`src/brts_pkg.sv`:
```
// Shared types, constants and register map for the bilinear RGB tile sampler.
// No dependencies; used by every module under src.
package brts_pkg;

  localparam int unsigned COORD_W     = 12;
  localparam int unsigned PIX_W       = 24;
  localparam int unsigned CH_W        = 8;
  localparam int unsigned NUM_CH      = 3;
  localparam int unsigned ACC_W       = 16;
  localparam int unsigned WGT_W       = 9;
  localparam int unsigned FRAC_W      = 5;
  localparam int unsigned FRAC_ONE    = 16;
  localparam int unsigned ROUND_BIAS  = 128;
  localparam int unsigned NUM_TAPS    = 4;
  localparam int unsigned TAP_W       = 2;
  localparam int unsigned QUEUE_DEPTH = 4;
  localparam int unsigned TILE_W_DEF  = 256;
  localparam int unsigned TILE_H_DEF  = 256;
  localparam int unsigned PADDR_W     = 5;
  localparam int unsigned PDATA_W     = 32;
  localparam int unsigned SUB_MAX_RST = 256;

  typedef enum logic {
    OP_LOAD   = 1'b0,
    OP_SAMPLE = 1'b1
  } op_e;

  typedef enum logic [1:0] {
    CMD_LOAD,
    CMD_SAMPLE,
    CMD_COVERED
  } cmd_e;

  typedef enum logic [2:0] {
    REG_FRAC_X     = 3'd0,
    REG_FRAC_Y     = 3'd1,
    REG_BASE_X     = 3'd2,
    REG_BASE_Y     = 3'd3,
    REG_SUB_LEFT   = 3'd4,
    REG_SUB_RIGHT  = 3'd5,
    REG_SUB_TOP    = 3'd6,
    REG_SUB_BOTTOM = 3'd7
  } reg_idx_e;

  typedef struct packed {
    logic               operation;
    logic [11:0]        col;
    logic [11:0]        row;
    logic [PIX_W-1:0]   load_pixel;
    logic               covered;
  } in_item_t;

  typedef struct packed {
    logic               write_enable;
    logic [PIX_W-1:0]   out_pixel;
  } out_item_t;

  typedef struct packed {
    logic [4:0]         frac_x;
    logic [4:0]         frac_y;
    logic signed [13:0] base_x;
    logic signed [13:0] base_y;
    logic [7:0]         sub_left;
    logic [8:0]         sub_right;
    logic [7:0]         sub_top;
    logic [8:0]         sub_bottom;
  } cfg_t;

  typedef struct packed {
    cmd_e               kind;
    logic [COORD_W-1:0] x0;
    logic [COORD_W-1:0] x1;
    logic [COORD_W-1:0] y0;
    logic [COORD_W-1:0] y1;
    logic [PIX_W-1:0]   pixel;
  } cmd_t;

endpackage

```
`src/brts_front.sv`:
```
// Front end: accepts input beats, drops loads outside the tile, clamps sample taps.
// Depends on brts_pkg.
module brts_front #(
  parameter int unsigned TILE_W = brts_pkg::TILE_W_DEF,
  parameter int unsigned TILE_H = brts_pkg::TILE_H_DEF
) (
  input  logic              in_valid_i,
  output logic              in_ready_o,
  input  brts_pkg::in_item_t in_data_i,
  input  brts_pkg::cfg_t    cfg_i,
  input  logic              q_full_i,
  output logic              q_push_o,
  output brts_pkg::cmd_t    q_cmd_o
);

  function automatic logic [brts_pkg::COORD_W-1:0] clamp_tap(
    input logic signed [15:0] v,
    input logic signed [15:0] lo,
    input logic signed [15:0] hi,
    input logic signed [15:0] top
  );
    logic signed [15:0] r;
    r = v;
    if (r < lo) r = lo;
    if (r > hi) r = hi;
    if (r < 16'sd0) r = 16'sd0;
    if (r > top) r = top;
    return r[brts_pkg::COORD_W-1:0];
  endfunction

  localparam logic signed [15:0] XTop = 16'(TILE_W - 1);
  localparam logic signed [15:0] YTop = 16'(TILE_H - 1);

  logic signed [15:0] ix, iy, ix1, iy1;
  logic signed [15:0] xlo, xhi, ylo, yhi;
  logic               in_tile;

  assign in_ready_o = !q_full_i;

  always_comb begin
    ix  = $signed({4'b0, in_data_i.col}) + 16'(cfg_i.base_x);
    iy  = $signed({4'b0, in_data_i.row}) + 16'(cfg_i.base_y);
    ix1 = ix + 16'sd1;
    iy1 = iy + 16'sd1;
    xlo = $signed({8'b0, cfg_i.sub_left});
    ylo = $signed({8'b0, cfg_i.sub_top});
    xhi = $signed({7'b0, cfg_i.sub_right}) - 16'sd1;
    yhi = $signed({7'b0, cfg_i.sub_bottom}) - 16'sd1;
    in_tile = ({4'b0, in_data_i.col} < 16'(TILE_W)) && ({4'b0, in_data_i.row} < 16'(TILE_H));

    q_cmd_o.pixel = in_data_i.load_pixel;
    if (in_data_i.operation == brts_pkg::OP_LOAD) begin
      q_cmd_o.kind = brts_pkg::CMD_LOAD;
      q_cmd_o.x0   = in_data_i.col;
      q_cmd_o.x1   = in_data_i.col;
      q_cmd_o.y0   = in_data_i.row;
      q_cmd_o.y1   = in_data_i.row;
    end else begin
      q_cmd_o.kind = in_data_i.covered ? brts_pkg::CMD_COVERED : brts_pkg::CMD_SAMPLE;
      q_cmd_o.x0   = clamp_tap(ix, xlo, xhi, XTop);
      q_cmd_o.x1   = clamp_tap(ix1, xlo, xhi, XTop);
      q_cmd_o.y0   = clamp_tap(iy, ylo, yhi, YTop);
      q_cmd_o.y1   = clamp_tap(iy1, ylo, yhi, YTop);
    end

    q_push_o = in_valid_i && in_ready_o
               && ((in_data_i.operation == brts_pkg::OP_SAMPLE) || in_tile);
  end

endmodule

```
`config.mk`:
```
export PLATFORM = sky130hd
export DESIGN_NAME = brts_front
export DESIGN_NICKNAME = d
export VERILOG_FILES = /design/src/brts_pkg.sv /design/src/brts_front.sv
export SDC_FILE = /design/constraint.sdc
export NUM_CORES = 1
export LEC_CHECK = 0
export BUFFER_PORTS_ARGS = -buffer_cell sky130_fd_sc_hd__buf_2
export CORE_UTILIZATION = 50
export DETAILED_ROUTE_END_ITERATION = 12
export PLACE_DENSITY = 0.79
export SLEW_MARGIN = 40
export SYNTH_ARGS = -nofsm -noshare
export SYNTH_HDL_FRONTEND = slang
export SYNTH_SLANG_ARGS = --single-unit
```
`constraint.sdc`:
```
create_clock -name vclk -period 8.75
set_input_delay 0.4375 -clock vclk [all_inputs]
set_output_delay 0.4375 -clock vclk [all_outputs]
set_load 0.005 [all_outputs]
```
==> out/summary.txt <==
Status -> completed
Placer Congestion -> 0.956
Worst hold slack -> 0.875 ns
Synth Area in Adders -> 24.9%
Post-synth top area cell -> ha_1
Final ANT Viol Nets -> 0
Netlist cell types -> 82
Largest stage delay on the critical path -> 0.55 ns
Avg Vias per Cell -> 6.08
Hold Crit Depth -> 0
Final Slew Violations -> 0
Largest net degree at the start of global routing -> 54
Type of origin of the critical path -> input port
Crit. End Element -> output port
Filler cells -> 1214
Mux cell area share after synthesis -> 4.92%
Simple-gate area share of the yosys netlist -> 27.5%
Detailed Place HPWL -> 15100 um
Setup TNS Final -> 0 ns
Post-CTS Setup Bufs -> 0
Syn nets -> 1117
Yosys top cell area share -> 24.3%
Compound-gate portion of the synthesized area -> 28.0%
GRT Overall Usage -> 26.6%
Slew HR -> 45.2%
Routed WL -> 18100 um
Peak supply drop -> 53.2 uV
Max stage delay cell, worst path -> xnor2_1
Top cells by area, synth -> ha_1, a21oi_1, nor2_1, xnor2_1, nor2b_1
Layout cell share with drive strength beyond 1 -> 20.2%
Die H -> 114 um
CLK BUF -> 0
Placement Rows -> 40
# DRC -> 0
Pre-CTS setup slack -> 1.03 ns
Main combinational cell family by area after synthesis -> compound AO/OA/AOI/OAI gates
Unrepaired setup endpoints after global routing -> false
Most common cell in the netlist -> ha_1
Worst-Margin Slew -> 0.800 ns
Setup Crit Path Kind -> input port to output port
Min-Delay Path Class -> input port to output port
Final min period -> 7.81 ns
Effective utilization at floorplan -> 51.9%
DR WL/cell -> 16.0 um
Fmax -> 128 MHz
Seq_cells -> 0
Drt pass-1 iters -> 4
Initial DRC Count -> 453
Endpoints failing setup -> 0
Vias in the first global route -> 6010
Number of diodes -> 0
Syn Inst Count -> 869
PnR Total Power -> 0.716 mW
Total grt overflow -> 0
Final Hold Fails -> 0
Req. time, crit path -> 8.31 ns
Die X-Extent -> 114 um
Die Area -> 0.0130 mm^2
Hold Path Sink -> q_cmd_o[11]
Max-cap viol count -> 0
Power Density -> 103 mW/mm^2
Vias -> 6882
Final worst slack -> 0.942 ns
CP most frequent cell -> ha_1
Register area -> 0 um^2
Synthesized area per cell -> 7.23 um^2
Tcrit/Tclk final -> 89.2%
Global-route wire length before repair -> 28600 um
Hold-fix buffers at CTS -> 0
I/O Pins -> 200
Critical path origin -> in_data_i[25]
Layout overhead on the synthesized area -> 10.8%
Area taken by multi-input logic gates -> 0.00585 mm^2
Core area -> 0.0121 mm^2
Cts repair resizes -> 0
Commonest cells post-synth -> ha_1, nor2_1, a21oi_1
Ys Warns -> 0
Arr. time, crit path -> 7.37 ns
Final Non-Filler Cells -> 1131
CP Max Fanout -> 15
PortBufs -> 142
Post-Synth XOR/XNOR Area -> 7.34%
Syn Std Cell Area -> 0.00629 mm^2
Leak -> 3.28 nW
Nets -> 1213
# placed instances -> 1131
Antenna violations before repair -> 0
Hold path start -> in_data_i[12]
Register area share after synthesis -> 0%
area by class of cell:
cell class	count	share of cell area, %
Inverter	43	2.32
Tap cell	168	3.02
Timing Repair Buffer	147	10.7
Multi-Input combinational cell	773	83.9
worst max-delay path: cells and delay by family:
family | cells | cell delay [ns]
muxes | 3 | 1.40
adders and majority gates | 4 | 1.51
AOI/OAI and AO/OA | 8 | 1.62
xor gates and xnor gates | 1 | 0.55
buffers and inverters | 2 | 0.23
and+or+nand+nor | 7 | 1.61
cell families (layout without fill, tap and decap cells):
group | count (synthesis) | count (layout)
AND/OR/NAND/NOR | 315 | 315
buffers and inverters | 96 | 190
AO/OA/AOI/OAI | 254 | 254
adder cells (fa/ha/maj) | 124 | 124
multiplexers | 29 | 29
XOR/XNOR | 51 | 51
cell usage in the layout (no fill, tap or decap), types with 15 or more instances in the layout:
master,Yosys,routed
buf_2,0,142
ha_1,122,122
nor2_1,86,86
a21oi_1,69,69
inv_1,43,43
nand2_1,43,43
nor2b_1,39,39
xnor2_1,34,34
a21o_1,32,32
o21ai_0,27,27
a31oi_1,21,21
nor3_1,18,18
or3_1,18,18
o21a_1,18,18
nand4_1,17,17
nand3_1,16,16
mux2_2,15,15
o211ai_1,15,15
where the power goes:
| group | leakage [nW] | switching, mW | internal (mW) | total, mW |
|---|---|---|---|---|
| clock network | 0 | 0 | 0 | 0 |
| logic | 3.28 | 0.408 | 0.308 | 0.716 |
| registers | 0 | 0 | 0 | 0 |
per-stage QoR:
step | cell area [um^2] | util (%)
after floorplan | 6290 | -
after global placement | 6950 | 57.4
after detailed placement | 6950 | 57.4
after CTS | 6950 | 57.4
after global routing | 6970 | 57.5
final | 6970 | 57.5
per-layer routing:
layer / up-vias / global-route usage (%) / share of wire (%)
met2: 217 / 45.6 / 46
met4: 0 / 4.68 / 2.0
li1: 3428 / - / -
met5: - / 0 / 0
met1: 3200 / 36.7 / 47
met3: 37 / 1.85 / 5.2
worst max path at each step:
stage	to	slack (ns)	depth (start not counted)
5_1_grt	q_cmd_o[30]	0.44	25
3_3_place_gp	q_cmd_o[30]	1.11	25
2_1_floorplan	q_cmd_o[30]	1.92	27
6_report	q_cmd_o[30]	0.94	25
4_1_cts	q_cmd_o[30]	1.00	25
3_5_place_dp	q_cmd_o[30]	1.03	25
No activity file was read; power rests on OpenSTA's default activity.
