`src/brts_pkg.sv`:
```
// Shared types, constants and register map for the bilinear RGB tile sampler.
// No dependencies; used by every module under src.
package brts_pkg;

  localparam int unsigned COORD_W     = 12;
  localparam int unsigned PIX_W       = 24;
  localparam int unsigned CH_W        = 8;
  localparam int unsigned NUM_CH      = 3;
  localparam int unsigned ACC_W       = 16;
  localparam int unsigned WGT_W       = 9;
  localparam int unsigned FRAC_W      = 5;
  localparam int unsigned FRAC_ONE    = 16;
  localparam int unsigned ROUND_BIAS  = 128;
  localparam int unsigned NUM_TAPS    = 4;
  localparam int unsigned TAP_W       = 2;
  localparam int unsigned QUEUE_DEPTH = 4;
  localparam int unsigned TILE_W_DEF  = 256;
  localparam int unsigned TILE_H_DEF  = 256;
  localparam int unsigned PADDR_W     = 5;
  localparam int unsigned PDATA_W     = 32;
  localparam int unsigned SUB_MAX_RST = 256;

  typedef enum logic {
    OP_LOAD   = 1'b0,
    OP_SAMPLE = 1'b1
  } op_e;

  typedef enum logic [1:0] {
    CMD_LOAD,
    CMD_SAMPLE,
    CMD_COVERED
  } cmd_e;

  typedef enum logic [2:0] {
    REG_FRAC_X     = 3'd0,
    REG_FRAC_Y     = 3'd1,
    REG_BASE_X     = 3'd2,
    REG_BASE_Y     = 3'd3,
    REG_SUB_LEFT   = 3'd4,
    REG_SUB_RIGHT  = 3'd5,
    REG_SUB_TOP    = 3'd6,
    REG_SUB_BOTTOM = 3'd7
  } reg_idx_e;

  typedef struct packed {
    logic               operation;
    logic [11:0]        col;
    logic [11:0]        row;
    logic [PIX_W-1:0]   load_pixel;
    logic               covered;
  } in_item_t;

  typedef struct packed {
    logic               write_enable;
    logic [PIX_W-1:0]   out_pixel;
  } out_item_t;

  typedef struct packed {
    logic [4:0]         frac_x;
    logic [4:0]         frac_y;
    logic signed [13:0] base_x;
    logic signed [13:0] base_y;
    logic [7:0]         sub_left;
    logic [8:0]         sub_right;
    logic [7:0]         sub_top;
    logic [8:0]         sub_bottom;
  } cfg_t;

  typedef struct packed {
    cmd_e               kind;
    logic [COORD_W-1:0] x0;
    logic [COORD_W-1:0] x1;
    logic [COORD_W-1:0] y0;
    logic [COORD_W-1:0] y1;
    logic [PIX_W-1:0]   pixel;
  } cmd_t;

endpackage

```
`src/brts_queue.sv`:
```
// Command queue between front and back ends, four entries deep.
// Depends on brts_pkg.
module brts_queue (
  input  logic           clk_i,
  input  logic           rst_ni,
  input  logic           push_i,
  input  brts_pkg::cmd_t push_data_i,
  output logic           full_o,
  input  logic           pop_i,
  output logic           valid_o,
  output brts_pkg::cmd_t head_o
);

  localparam int unsigned Depth = brts_pkg::QUEUE_DEPTH;
  localparam int unsigned PtrW  = $clog2(Depth);
  localparam int unsigned CntW  = $clog2(Depth + 1);

  brts_pkg::cmd_t  entry_q [Depth];
  logic [PtrW-1:0] wr_ptr_q, wr_ptr_d, rd_ptr_q, rd_ptr_d;
  logic [CntW-1:0] cnt_q, cnt_d;

  assign full_o  = (cnt_q == CntW'(Depth));
  assign valid_o = (cnt_q != '0);
  assign head_o  = entry_q[rd_ptr_q];

  always_comb begin
    wr_ptr_d = wr_ptr_q;
    rd_ptr_d = rd_ptr_q;
    cnt_d    = cnt_q;
    if (push_i) begin
      wr_ptr_d = (wr_ptr_q == PtrW'(Depth - 1)) ? '0 : wr_ptr_q + 1'b1;
    end
    if (pop_i) begin
      rd_ptr_d = (rd_ptr_q == PtrW'(Depth - 1)) ? '0 : rd_ptr_q + 1'b1;
    end
    if (push_i && !pop_i) begin
      cnt_d = cnt_q + 1'b1;
    end else if (pop_i && !push_i) begin
      cnt_d = cnt_q - 1'b1;
    end
  end

  always_ff @(posedge clk_i or negedge rst_ni) begin
    if (!rst_ni) begin
      wr_ptr_q <= '0;
      rd_ptr_q <= '0;
      cnt_q    <= '0;
    end else begin
      wr_ptr_q <= wr_ptr_d;
      rd_ptr_q <= rd_ptr_d;
      cnt_q    <= cnt_d;
    end
  end

  always_ff @(posedge clk_i) begin
    if (push_i) begin
      entry_q[wr_ptr_q] <= push_data_i;
    end
  end

  assert property (@(posedge clk_i) disable iff (!rst_ni) push_i |-> !full_o)
    else $error("push into full queue");
  assert property (@(posedge clk_i) disable iff (!rst_ni) pop_i |-> valid_o)
    else $error("pop from empty queue");
  assert property (@(posedge clk_i) disable iff (!rst_ni)
                   (push_i && !pop_i) |=> (cnt_q == $past(cnt_q) + 1'b1))
    else $error("queue count lost a push");

endmodule

```
`config.mk`:
```
export PLATFORM = sky130hd
export DESIGN_NAME = brts_queue
export DESIGN_NICKNAME = d
export VERILOG_FILES = /design/src/brts_pkg.sv /design/src/brts_queue.sv
export SDC_FILE = /design/constraint.sdc
export NUM_CORES = 1
export LEC_CHECK = 0
export ABC_AREA = 1
export BUFFER_PORTS_ARGS = -buffer_cell sky130_fd_sc_hd__buf_4
export CORE_ASPECT_RATIO = 2
export CORE_MARGIN = 2
export CORE_UTILIZATION = 59
export CTS_CLUSTER_DIAMETER = 120
export DETAILED_ROUTE_END_ITERATION = 7
export PLACE_DENSITY = 0.88
export SYNTH_ARGS = -nofsm -noshare
export SYNTH_HDL_FRONTEND = slang
export SYNTH_SLANG_ARGS = --single-unit
```
`constraint.sdc`:
```
create_clock -name clk_i -period 7.05 [get_ports clk_i]
set_clock_uncertainty 0.05 [all_clocks]
set_input_delay 1.0575 -clock clk_i [delete_from_list [all_inputs] [get_ports clk_i]]
set_output_delay 1.0575 -clock clk_i [all_outputs]
set_load 0.05 [all_outputs]
```
==> results of run 1 <==
==> cell usage after synthesis <==
cell type                  count
sky130_fd_sc_hd__o211ai_2     66
sky130_fd_sc_hd__nor2_1        2
sky130_fd_sc_hd__nand4_1       1
sky130_fd_sc_hd__nand2_1     239
sky130_fd_sc_hd__inv_4         1
sky130_fd_sc_hd__xnor2_1       1
sky130_fd_sc_hd__inv_1       159
sky130_fd_sc_hd__o21ai_1       2
sky130_fd_sc_hd__buf_6        26
sky130_fd_sc_hd__buf_2         9
sky130_fd_sc_hd__inv_2         1
sky130_fd_sc_hd__nor3_1        1
sky130_fd_sc_hd__edfxtp_1    296
sky130_fd_sc_hd__nand3_1       1
sky130_fd_sc_hd__clkbuf_1      7
sky130_fd_sc_hd__buf_4         6
sky130_fd_sc_hd__dfrtp_1       7
sky130_fd_sc_hd__o211ai_1     82
sky130_fd_sc_hd__ha_1          6
sky130_fd_sc_hd__fa_1          1
sky130_fd_sc_hd__o21ai_0       2
==> logic make-up after synthesis <==
kind of cell    share of synthesized area [%]
compound gates                          11.63
flops                                   72.13
fa+ha+maj                              0.7567
xor+xnor                              0.06971
buf+inv                                 8.085
simple gates                            7.328
==> layout by cell type (no fill, tap or decap), types with 3 or more instances in the layout <==
| cell | netlist | layout |
|---|---|---|
| sky130_fd_sc_hd__o211ai_2 | 66 | 66 |
| sky130_fd_sc_hd__clkinv_2 | 0 | 11 |
| sky130_fd_sc_hd__ha_1 | 6 | 6 |
| sky130_fd_sc_hd__edfxtp_1 | 296 | 296 |
| sky130_fd_sc_hd__clkinv_1 | 0 | 3 |
| sky130_fd_sc_hd__nand2_1 | 239 | 239 |
| sky130_fd_sc_hd__buf_4 | 6 | 161 |
| sky130_fd_sc_hd__o211ai_1 | 82 | 82 |
| sky130_fd_sc_hd__inv_1 | 159 | 155 |
| sky130_fd_sc_hd__dfrtp_1 | 7 | 6 |
| sky130_fd_sc_hd__clkbuf_1 | 7 | 3 |
| sky130_fd_sc_hd__bufinv_16 | 0 | 3 |
| sky130_fd_sc_hd__clkbuf_16 | 0 | 25 |
==> stage by stage <==
stage          cells  total power [uW]
6_report        1345              6679
5_1_grt         1345              6962
4_1_cts         1343              6721
3_5_place_dp    1298              5340
3_3_place_gp    1298              5269
2_1_floorplan    916              4643
==> power by group through the flow <==
stage	logic [uW]	registers (uW)	clock network [uW]
global placement	2810	2460	0
floorplan	2220	2430	0
detailed placement	2860	2480	0
CTS	2880	2440	1400
global route	3040	2470	1460
finish	2860	2440	1380
==> path summary, 6_finish.rpt <==
path / to / slack, ns / depth (start not counted)
max: head_o[1] / 2.78 / 5
min: cnt_q[0] / 0.29 / 1
max in group asynchronous: rd_ptr_q[1] / 6.50 / 1
min in group clk_i: cnt_q[2] / 0.43 / 2
min reg2reg: cnt_q[2] / 0.43 / 2
max reg2reg: entry_q[2][1] / 4.75 / 5
==> sequential cells by signal, summed over array words and instances, names as in the netlist <==
register	flops
rd_ptr_q	2
cnt_q	3
entry_q	296
wr_ptr_q	2
==> metal layers <==
layer	vias to the layer above	global-route usage [%]	wire, um
met5	-	0	0
li1	3457	-	-
met4	0	11.20	899
met3	56	3.092	1134
met2	231	40.64	13790
met1	3567	22.66	8430
==> final cells by class <==
cell class / count / area [um^2] / share of cell area (%)
repair buffers: 161 / 1209 / 8.311
clock inverters: 15 / 156.4 / 1.075
inverters: 161 / 618.1 / 4.250
flip-flops and latches: 303 / 9067 / 62.35
clock buffers: 30 / 664.4 / 4.569
diodes: 2 / 5.005 / 0.03441
multi-input cells: 404 / 2486 / 17.10
well taps: 269 / 336.6 / 2.314
==> worst max-delay path, stage by stage, from the launching register on <==
cell and delay, ns:
sky130_fd_sc_hd__dfrtp_4 0.77, sky130_fd_sc_hd__clkinv_2 0.75, sky130_fd_sc_hd__buf_4 0.57, sky130_fd_sc_hd__o211ai_1 0.18, sky130_fd_sc_hd__nand2_1 0.12, sky130_fd_sc_hd__buf_4 0.21
==> reports/metrics.sh, run 1 <==
NETLIST_INSTANCES=916
P_LEAK_uW=0.005945
NUMCTSBUFFERS=25
GROUTE.USAGE.OVERALL_PCT=21.57
CLKTRANSATPATHREGS_NS=0.07
VIAS=7311
CRIT_ARRIVAL_NS=3.16
FINAL.FILL_COUNT=1315
CLK-INSERTION-DELAY-LATE_NS=0.52
ROUTE.DETAILED.DRC=0
ANTENNA_FOUND_INITIAL=2
SWITCHING_POWER_uW=2814
FLOORPLAN.DIE_AREA_MM2=0.02255
CRIT_FANOUT=39
SYNTHDOMINANTAREACELLTYPE='sky130_fd_sc_hd__edfxtp_1'
FIN_SETUP_TNS_NS=0
WORSTREG2REGSTART='wr_ptr_q[0]'
CTS_REPAIR_RESIZE_COUNT=0
MAX-SLEW-MARGIN-REL_PCT=25.88
VDD_DROP_MAX_uV=454.7
SW_FRAC_OF_TOTAL_PCT=42.13
POSTLAYOUTCOREUTIL_PCT=69.49
P_SEQ_SHARE_PCT=36.5
CTS_SETUP_BUFFERS=0
P_INT_uW=3865
PLACEMENT.CELL_AREA_MM2=0.01372
PWR_DENSITY_CELL_mW_PER_MM2=459.3
CLOCK.FMAX_GHz=0.2342
YOSYSWARNINGCOUNT=0
VIA_COUNT_OF_THE_FIRST_GLOBAL_ROUTING_PASS=7547
GP_ROUTABILITY_CONGESTION=0.7612
CRIT_PATH_END_KIND='primary output'
DIE_WIDTH_UM=107.2
ROUTE.DETAILED.WL_PER_INST_UM=18.03
WORST_MARGIN_SLEW_NS=1.112
DRIVE_GT1_SHARE_PCT=25.42
DETAILEDROUTE.FIRSTPASSITERATIONCOUNT=5
CTSROOTBUFFERMASTER='sky130_fd_sc_hd__clkbuf_16'
DETAILEDROUTE.FIRSTITERATIONVIOLATIONS=435
CTS_HOLD_REPAIR.BUFFERS=0
DIE_HEIGHT_UM=210.4
SYN-CELL-AREA_MM2=0.01257
SYNTH_SEQUENTIAL_AREA_RATIO_PCT=72.13
ROUTED_WIRELENGTH_MM=24.25
FLOORPLAN.ROWS=75
SYNTHDOMINANTCELLAREASHARE_PCT=70.74
CRITPATHLAUNCHTYPE='flop'
FINAL_ANTENNA_NET_COUNT=0
FIN_WORST_HOLD_SLACK_NS=0.2936
SYNTH.TOP_CELLS.BY_AREA='sky130_fd_sc_hd__edfxtp_1 (71%), sky130_fd_sc_hd__nand2_1 (7.1%), sky130_fd_sc_hd__o211ai_2 (6.6%), sky130_fd_sc_hd__o211ai_1 (4.9%), sky130_fd_sc_hd__inv_1 (4.7%)'
SLEW_VIOL_FINAL=0
FINALHOLDVIOLCOUNT=0
GRT_START_MAX_NET_PINS=189
FINALSETUPVIOLATIONS=0
START_UTIL_PCT=60.05
SYNTH_AREA_PER_CELL_UM2=13.72
DESIGN_AREA_MM2=0.01454
CORE_FOOTPRINT_MM2=0.02093
CRITICAL_PATH_REQUIRED_TIME_NS=5.94
GRT_PASS1_WL_MM=37.18
POSTSYNTHNETCOUNT=1001
POST-ROUTE-PERIOD-UTIL_PCT=60.57
SETUP.WORST_PATH.START='rd_ptr_q[1]'
GLOBALROUTE.TOTALOVERFLOW=0
NUM-NETS-FINAL=1141
AREA_GROWTH_SYN_TO_LAYOUT_PCT=15.73
WORSTHOLDPATHTYPE='primary input to asynchronous set/reset pin'
YOSYSUNIQUECELLTYPES=21
COMB_POWER_SHARE_PCT=42.8
MAXCAPVIOLCOUNT=0
WORST_CASE_SETUP_SLACK_AFTER_PLACEMENT_NS=3.339
CTS-HTREE-LEVELS=1
CLKPWRFRAC_PCT=20.6
AVGVIACOUNTPERCELL=5.436
TIMING_WORST_SETUP_PATH_TYPE='flop to primary output'
FINAL_CRITICAL_PATH_SETUP_SLACK_NS=2.780
RSZ_0062_RAISED_AFTER_GLOBAL_ROUTING='no'
CTS_TREE='yes'
PERIOD_MINUS_SLACK_NS=4.270
PLACEMENT.IO_BUFFERS=153
RUN_STATUS='finished, final reports clean'
PLACE_HPWL_MM=14.46
CLKSINKCOUNT=303
FLOORPLAN.IO_PINS=154
SYNTH.FF_LATCH_COUNT=303
CTSLONGESTPATHBUFFERS=3
Note: power is estimated with default switching activity, not from simulation.
==> run 2, diff against run 1 <==
--- a/config.mk
+++ b/config.mk
@@ -9,10 +9,10 @@
 export BUFFER_PORTS_ARGS = -buffer_cell sky130_fd_sc_hd__buf_4
 export CORE_ASPECT_RATIO = 2
 export CORE_MARGIN = 2
-export CORE_UTILIZATION = 59
+export CORE_UTILIZATION = 58
 export CTS_CLUSTER_DIAMETER = 120
 export DETAILED_ROUTE_END_ITERATION = 7
-export PLACE_DENSITY = 0.88
+export PLACE_DENSITY = 0.87
 export SYNTH_ARGS = -nofsm -noshare
 export SYNTH_HDL_FRONTEND = slang
 export SYNTH_SLANG_ARGS = --single-unit
==> constraint.sdc (replaced) <==
create_clock -name clk_i -period 4 [get_ports clk_i]
set_clock_uncertainty 0.05 [all_clocks]
set_input_delay 0.6 -clock clk_i [delete_from_list [all_inputs] [get_ports clk_i]]
set_output_delay 0.6 -clock clk_i [all_outputs]
set_load 0.05 [all_outputs]
==> reports/metrics.sh, run 2 (same netlist as run 1, synthesis figures left out) <==
ROUTE.DETAILED.WL_PER_INST_UM=17.91  # -0.66%
DP.CELLS=1309  # +0.85%
GLOBALROUTE.TOTALOVERFLOW=0  # unchanged
BUSIEST_LAYER='met2'
MAXCAPVIOLCOUNT=0  # unchanged
GLOBAL_ROUTE.USAGE.MET1_PCT=22.88  # +0.22 points
CLOCK.FMAX_GHz=0.3107
START_UTIL_PCT=58.73  # -1.3 points
FIN_SETUP_TNS_NS=0  # unchanged
TIMING_WORST_SETUP_PATH_TYPE='flop to primary output'
CPPEAKSTAGEDELAY_NS=0.55  # -0.22 ns
RUN_STATUS='finished, final reports clean'
MAX-SLEW-MARGIN-REL_PCT=49.52  # +24 points
ANTENNA_FOUND_INITIAL=3  # +1
DRIVE_GT1_SHARE_PCT=25.56  # +0.14 points
FLOORPLAN.DIE_AREA_MM2=0.02293  # +1.7%
CTS_TREE='yes'
P_LEAK_uW=0.005972  # +0.46%
VDD_DROP_MAX_uV=691.6  # +52%
DESIGN_AREA_MM2=0.01460  # +0.37%
GRT.MET2_USAGE_PCT=40.51  # -0.13 points
DETAILEDROUTE.FIRSTPASSITERATIONCOUNT=6  # +1
LARGEST_REGISTER_FF_COUNT=296  # unchanged
DIE_WIDTH_UM=108.1  # +0.83%
CTS-HTREE-LEVELS=1  # unchanged
CTS_SETUP_BUFFERS=0  # unchanged
LARGEST_REGISTERS='entry_q x296, cnt_q x3'
FLOORPLAN.ROWS=76  # +1.3%
DETAILEDROUTE.FIRSTITERATIONVIOLATIONS=392  # -9.9%
VIA_COUNT_OF_THE_FIRST_GLOBAL_ROUTING_PASS=7403  # -1.9%
CTS_REPAIR_RESIZE_COUNT=0  # unchanged
ROUTE.DETAILED.DRC=0  # unchanged
WORSTHOLDPATHTYPE='primary input to flop'
CTS_HOLD_REPAIR.BUFFERS=1  # +1
CP_COMMON_CELL='sky130_fd_sc_hd__buf_4'
PLACEMENT.IO_BUFFERS=153  # unchanged
CLKTRANSATPATHREGS_NS=0.07  # about the same
CLKSINKCOUNT=303  # unchanged
CRIT_PATH_END_KIND='primary output'
GRT_PASS1_WL_MM=37.54  # +0.97%
GROUTE.USAGE.OVERALL_PCT=21.58  # about the same
CRITPATHLAUNCHTYPE='flop'
GRT.MET3_USAGE_PCT=2.575  # -0.52 points
CRIT_ARRIVAL_NS=2.57  # -0.59 ns
ROUTED_WIRELENGTH_MM=24.29  # +0.16%
FINALSETUPVIOLATIONS=0  # unchanged
PLACE_HPWL_MM=14.87  # +2.8%
FINALHOLDVIOLCOUNT=0  # unchanged
FINAL-INSTANCE-COUNT-EXCL-FILL=1356  # +0.82%
POST-ROUTE-PERIOD-UTIL_PCT=80.45
PLACEMENT.CELL_AREA_MM2=0.01381  # +0.69%
AREA_GROWTH_SYN_TO_LAYOUT_PCT=16.16
GRT_START_MAX_NET_PINS=98  # -48%
VIAS=7213  # -1.3%
SLEW_VIOL_FINAL=0  # unchanged
CRITICAL_PATH.SLOWEST_CELL='sky130_fd_sc_hd__dfrtp_4'
LAYOUT.CELLS.MOST_COMMON_LIST='sky130_fd_sc_hd__edfxtp_1 (296), sky130_fd_sc_hd__nand2_1 (239), sky130_fd_sc_hd__buf_4 (165)'
NUM-NETS-FINAL=1149  # +0.70%
FLOORPLAN.IO_PINS=154  # unchanged
CTSROOTBUFFERMASTER='sky130_fd_sc_hd__clkbuf_16'
LAYOUT.CELLS.MOST_COMMON='sky130_fd_sc_hd__edfxtp_1'
LARGEST_REGISTER='entry_q'
CRIT_CHAIN='clkinv_2, buf_4, o211ai_1, nand2_1, buf_4'
PWR_DENSITY_CELL_mW_PER_MM2=803.1  # +75%
CTSLONGESTPATHBUFFERS=3  # unchanged
FINAL_ANTENNA_NET_COUNT=0  # unchanged
CORE_FOOTPRINT_MM2=0.02140  # +2.2%
AVGVIACOUNTPERCELL=5.319  # -2.1%
WORST_MARGIN_SLEW_NS=0.7572  # -0.3545 ns
GP_ROUTABILITY_CONGESTION=0.8198  # +7.7%
PERIOD_MINUS_SLACK_NS=3.218
RSZ_0062_RAISED_AFTER_GLOBAL_ROUTING='no'
DIE_HEIGHT_UM=212.2  # +0.84%
NUMCTSBUFFERS=25  # unchanged
CRIT_FANOUT=29  # -26%
CLK-INSERTION-DELAY-LATE_NS=0.53  # about the same
CRITICAL_PATH_REQUIRED_TIME_NS=3.35  # -2.59 ns
run 2: area by class of cell:
class	count	area, um^2
antenna	3	7.507
clock buffer	28	636.9
clock inverter	15	130.1
fill	1442	6799
inverter	161	618.1
multi-input combinational	404	2486
sequential	303	9067
tap	273	341.6
timing repair buffer	169	1309
run 2: worst paths after layout:
kind                                  from        endpoint  slack, ns  depth (start not counted)
min                        push_data_i[58]  entry_q[2][58]       0.21                          1
max in group asynchronous           rst_ni     rd_ptr_q[1]       3.38                          2
max reg2reg                    wr_ptr_q[0]  entry_q[0][41]       1.64                          6
min in group asynchronous           rst_ni        cnt_q[1]       0.37                          2
max                            rd_ptr_q[1]      head_o[24]       0.78                          5
min reg2reg                       cnt_q[2]        cnt_q[2]       0.42                          2
run 2: critical path: cells and delay by family (launching register included):
| family | cells | cell delay (ns) |
|---|---|---|
| buffers and inverters | 3 | 1.13 |
| and+or+nand+nor | 1 | 0.15 |
| AOI/OAI and AO/OA | 1 | 0.15 |
| DFF | 1 | 0.55 |
run 2: layer usage:
layer	vias to the layer above	share of wire, %
met5	-	0
met2	180	55
met1	3495	36
met4	0	4.7
met3	60	3.8
li1	3478	-
run 2: through the flow:
step | utilization [%] | setup WS (ns) | hold WS [ns] | total power, uW
after floorplan | - | 1.427 | 0.2544 | 8183
after global placement | 64.56 | 1.378 | 0.3668 | 9400
after detailed placement | 64.56 | 1.342 | 0.3693 | 9511
after CTS | 68.19 | 0.7540 | 0.1959 | 11830
after global routing | 68.22 | 0.6671 | 0.1999 | 12260
final | 68.22 | 0.7819 | 0.2126 | 11720
run 2: power by group:
group / switching [uW] / total, uW / internal (uW)
Combinational: 3770 / 5170 / 1400
Sequential: 162 / 4240 / 4070
Clock: 1040 / 2310 / 1280
Total: 4970 / 11700 / 6750
